[src/hw/rtl/cdht_ram.sv]
// ----------------------------------------------------------------------------
// cdht_ram: generic single-port RAM
// One write or one read per cycle, registered read data.
// ----------------------------------------------------------------------------
module cdht_ram #(
  parameter int WIDTH = 8,
  parameter int DEPTH = 16
) (
  input  logic                     clk,
  input  logic                     we,
  input  logic [$clog2(DEPTH)-1:0] addr,
  input  logic [WIDTH-1:0]         wdata,
  output logic [WIDTH-1:0]         rdata
);
  logic [WIDTH-1:0] mem [DEPTH];

  always_ff @(posedge clk) begin
    if (we) begin
      mem[addr] <= wdata;
    end
    rdata <= mem[addr];
  end
endmodule

[config.mk]
export PLATFORM = sky130hd
export DESIGN_NAME = cdht_ram
export DESIGN_NICKNAME = d
export VERILOG_FILES = /design/src/hw/rtl/cdht_ram.sv
export SDC_FILE = /design/constraint.sdc
export NUM_CORES = 1
export LEC_CHECK = 0
export BUFFER_PORTS_ARGS = -buffer_cell sky130_fd_sc_hd__clkbuf_2
export CAP_MARGIN = 20
export CORE_ASPECT_RATIO = 1.5
export CORE_UTILIZATION = 54
export DETAILED_ROUTE_END_ITERATION = 7
export HOLD_SLACK_MARGIN = 0.02
export PLACE_DENSITY = 0.81
export SLEW_MARGIN = 10
export SYNTH_ARGS = -nofsm -noshare
export SYNTH_HDL_FRONTEND = slang
export SYNTH_SLANG_ARGS = --single-unit
[constraint.sdc]
create_clock -name clk -period 1.39 [get_ports clk]
set_input_delay 0 -clock clk [delete_from_list [all_inputs] [get_ports clk]]
set_output_delay 0 -clock clk [all_outputs]
set_load 0.02 [all_outputs]
==> results.toml, run 1 <==
[outcome]
status = "completed"

[synthesis]
synth_edf_count = 128
netlist_area_mm2 = 0.00507
synth-seq-cells = 136
yosysTopAreaCellShare = 0.759
synth_common_cells = "edfxtp_1 (128), mux4_2 (32), a22oi_1 (16)"
synth-main-ff-cell = "edfxtp_1"
syn-mean-instance-area_um2 = 22.0
synthesis.nets = 244
ys_seq_area_frac = 0.790
yosysUniqueCellTypes = 18
synth_top_family_by_area = "multiplexers"
ys_warn_count = 0
synth_most_common_cell = "edfxtp_1"
synth_xor_area_frac = 0
synthMuxAreaShare = 0.142
synth_area_leaders = "edfxtp_1 (76%), mux4_2 (14%), dfxtp_1 (3.2%)"
synth_cells = 230
synth_fa_ha_area_frac = 0
ys_async_sr_fraction = 0
synth_area_leader_cell = "edfxtp_1"
synth-simple-area-share = 0.0321
synth-compound-area-share = 0.0237

[route]
drt_iter0_drc = 302
wl_per_cell_um = 23.1
first_pass_iters = 5
vias_per_cell = 6.06
dr_total_vias = 2491
wirelength_mm = 9.49
drt.antenna.violating_nets = 0
drcViolationCount = 0

[sta]
whs_ns = 0.0282
max_freq_mhz = 735
clock_skew_ns = 0.00552
finalCriticalPeriod_ns = 1.36
finalMaxSlewViolations = 0
hold_violations = 0
relSlewSlack = 0.708
worstMarginPinSlew_ns = 0.437
fin_crit_sh = 0.978
setup_viol = 0
setup_tns_ns = 0

[floorplan]
die_h_um = 121
rows = 42
io_pins = 22
core_area_mm2 = 0.00899
die_x_um = 81.1
start_util = 0.564
design.die.area_mm2 = 0.00978

[final_layout]
nFillCells = 543
postLayoutCoreUtil = 0.685
area_delta_synth_final_pct = 21.5
diodes = 0
fin_nets = 302
drive_gt1_frac = 0.382

[clock_network]
cts_tree = "done"
clk_latency_ns = 0.41
clockRootBuffer = "clkbuf_16"
clkTransAtPathRegs_ns = 0.06
cts.sinks = 136
cts_setup_buffers = 0
htree_levels = 4
numCtsBuffers = 17
cts_buffer_depth = 2

[worst_setup_path]
cp_slowest_cell = "mux4_2"
cpPeakStageDelay_ns = 0.50
critPathLaunchType = "flop"
cp_max_fo = 1
worstPathRequired_ns = 1.67
worstRegToRegCells = 3
worstSetupEndpointType = "flop"
cp_cell_sequence = "mux4_2 > a22oi_2 > nand2_1"
setup.worst_path.class = "reg -> reg"
cp.arrival_ns = 1.64

[power]
power_mw = 9.76
cellPowerDensity_mw_per_mm2 = 1590
leakage_nw = 2.08
vdd_drop_max_uv = 1230

[placement]
place.gp.congestion = 0.755
dp_hpwl_mm = 6.01
portBuffers = 21

[global_routing]
antenna_found_initial = 0
gr-total-overflow = 0
grt_pass1_wl_mm = 14.7
grt_pass1_vias = 2641
grt_usage = 0.227
grt_max_degree = 40

[worst_hold_path]
hold_path.class = "in -> reg"
whs_path_depth = 1

[flow_run]
drv_cap = 0
## sequential cells by signal, indices dropped and copies added (netlist names)
name	flops
rdata	8
mem	128
## placed cells by master, fill, tap and decap left out, drive strengths merged
cell type / netlist / layout
nand2: 9 / 9
nor2b: 2 / 2
mux4: 32 / 32
edfxtp: 128 / 128
dfxtp: 8 / 8
and2: 1 / 1
clkinvlp: 0 / 4
bufinv: 0 / 4
buf: 8 / 26
nand3b: 2 / 2
nand2b: 2 / 2
clkbuf: 3 / 38
or3b: 1 / 1
dlygate4sd3: 0 / 3
nor2: 13 / 13
clkinv: 0 / 7
nand3: 1 / 1
a22oi: 16 / 16
nor3: 4 / 4
## routing by layer
layer | global-route usage | up-vias | routed length [µm]
met5 | 0 | - | 0
li1 | - | 1079 | -
met1 | 0.282 | 1293 | 3540
met4 | 0.114 | 0 | 319
met2 | 0.363 | 96 | 5130
met3 | 0.0596 | 23 | 507
## area by class of cell
class | count | area, µm² | area share
flip-flops and latches | 136 | 4000 | 0.651
multi-input cells | 83 | 1020 | 0.165
clock buffers | 17 | 425 | 0.0691
repair buffers | 50 | 368 | 0.0598
clock inverters | 15 | 204 | 0.0331
well taps | 110 | 138 | 0.0224
## worst max-delay path, delay by kind of cell, from the launching register on
kind               cells  cell delay (ns)
and+or+nand+nor        1             0.12
DFF                    1             0.39
muxes                  1             0.50
AOI/OAI and AO/OA      1             0.21
## cell families (layout without fill, tap and decap cells)
logic type / count (synthesis) / in the layout
multiplexers: 32 / 32
AO/OA/AOI/OAI: 16 / 16
flip-flops: 136 / 136
buffers and inverters: 11 / 82
AND/OR/NAND/NOR: 35 / 35
## path summary, 6_finish.rpt
check	startpoint	endpoint	slack (ns)
worst max-delay path	mem[3][3]	rdata[3]	0.03
worst min-delay path	wdata[5]	mem[5][5]	0.03
worst max register to register	mem[3][3]	rdata[3]	0.03
worst min register to register	mem[12][4]	rdata[4]	0.69
## stage by stage
step                instance area, µm²  setup WS [ns]  cells
floorplan                         5070        -0.0481    230
global route                      6150       -0.00474    411
detailed placement                5490        0.00925    376
global placement                  5490         0.0469    376
CTS                               6150         0.0161    411
finish                            6150         0.0302    411
## report_power, final
part	internal [mW]	switching (mW)
sequential	4.59	0.0323
combinational	0.206	0.277
clock	3.00	1.66
## what timing repair did
item | in CTS | in global routing
resized for setup | 0 | 1
setup endpoints to repair | 0 | 1
hold endpoints to repair | 37 | 0
hold buffers | 3 | 0
No activity file was read; power rests on OpenSTA's default activity.
==> run 2: changes to the inputs <==
CORE_UTILIZATION = 25   (was 54)
CTS_CLUSTER_DIAMETER = 40   (was default)
PLACE_DENSITY = 0.47   (was 0.81)
==> run 2 against run 1 <==
Final cell count is 37% higher. Critical path type unchanged. Via count is 5.1% lower. First-iteration DRC count is 60% lower. Worst setup slack better by 0.055 ns. Sequential power hardly changed.
==> results.toml, run 2 (synthesized netlist as in run 1, its figures left out) <==
[clock_network]
cts_tree = "done"
cts_setup_buffers = 0
numCtsBuffers = 17
clockRootBuffer = "clkbuf_16"
cts.sinks = 136
cts_buffer_depth = 2
htree_levels = 4
clk_latency_ns = 0.41
clkTransAtPathRegs_ns = 0.06

[final_layout]
regMostFlops = "mem"
reg_top3 = "mem x128, rdata x8"
final_common_cell = "edfxtp_1"
drive_gt1_frac = 0.393
final_cell_mix = "edfxtp_1 (128), mux4_2 (32), buf_4 (26)"
diodes = 0
largest_register_ff_count = 128
area_delta_synth_final_pct = 24.8
fin_nets = 304
postLayoutCoreUtil = 0.320

[flow_run]
drv_cap = 0

[route]
dr_total_vias = 2363
drt.antenna.violating_nets = 0
vias_per_cell = 4.20
wl_per_cell_um = 17.9
drt_iter0_drc = 120
drcViolationCount = 0
first_pass_iters = 4
wirelength_mm = 10.1

[sta]
setup_viol = 0
finalMaxSlewViolations = 0
clock_skew_ns = 0.00747
rsz0062_at_grt = "false"
finalCriticalPeriod_ns = 1.30
whs_ns = 0.00891
worstMarginPinSlew_ns = 0.744
fin_crit_sh = 0.939
relSlewSlack = 0.503
max_freq_mhz = 767
hold_violations = 0

[global_routing]
antenna_found_initial = 0
grt_usage = 0.105
gr-total-overflow = 0
grt_max_degree = 24
grt_pass1_wl_mm = 15.5
grt_pass1_vias = 2616

[worst_setup_path]
worstSetupEndpointType = "flop"
cpPeakStageDelay_ns = 0.46
cp_top_family = "multiplexers"
cp_num_buf_inv = 0
cp_cell_sequence = "mux4_2 > a22oi_1 > nand2_1"
setup.worst_path.class = "reg -> reg"
critPathLaunchType = "flop"
cp_slowest_cell = "mux4_2"
cp.arrival_ns = 1.60
worstPathRequired_ns = 1.68
cp_max_fo = 1

[floorplan]
core_area_mm2 = 0.0198
rows = 63
die_x_um = 118
start_util = 0.256
design.die.area_mm2 = 0.0209
io_pins = 22
die_h_um = 176

[power]
vdd_drop_max_uv = 803
leakage_nw = 2.07
cellPowerDensity_mw_per_mm2 = 1490
power_mw = 9.41

[outcome]
status = "completed"

[worst_hold_path]
hold_path.class = "in -> reg"

[placement]
portBuffers = 21
dp_hpwl_mm = 7.23
place.gp.congestion = 0.721
## run 2: power breakdown
part / internal [mW] / switching (mW)
combinational: 0.209 / 0.281
sequential: 4.59 / 0.0240
clock: 2.65 / 1.66
total: 7.45 / 1.96
## run 2: final timing paths
check,depth (start not counted),from,slack [ns],end
setup reg to reg,3,mem[3][4],0.09,rdata[4]
setup / recovery,3,mem[3][4],0.09,rdata[4]
hold / removal,1,wdata[5],0.009,mem[6][5]
hold reg to reg,3,mem[12][6],0.68,rdata[6]
## run 2: repair_timing
item                                    4_1_cts  5_1_grt
gates resized for setup                       0        3
hold buffers                                  1        0
endpoints found under the setup margin        0        3
endpoints found under the hold margin        10        0
## run 2: cell type report
type                    count  area [µm²]
multi-input cells          83        1030
clock buffers              19         433
clock inverters            13         146
fillers                  1855       13500
well taps                 260         325
flip-flops and latches    136        4000
repair buffers             52         390
## run 2: per-stage QoR
step / TNS, ns / setup slack (ns) / instance area (µm²) / cells
CTS: 0 / 0.00331 / 6310 / 563
global placement: -0.159 / -0.0306 / 5720 / 530
finish: 0 / 0.0854 / 6320 / 563
detailed placement: -0.235 / -0.0281 / 5720 / 530
global route: 0 / 0.0172 / 6320 / 563
floorplan: -3.26 / -0.0481 / 5070 / 230
## run 2: per-layer routing
metal,GRT usage,vias to the layer above,routed length [µm]
li1,-,1081,-
met1,0.101,1239,3680
met3,0.0268,9,287
met4,0.0481,0,145
met5,0,-,0
met2,0.207,34,5940
## run 2: worst register-to-register path: stages (launching register included)
cell	delay, ns
edfxtp_1	0.36
mux4_2	0.46
a22oi_1	0.29
nand2_1	0.08
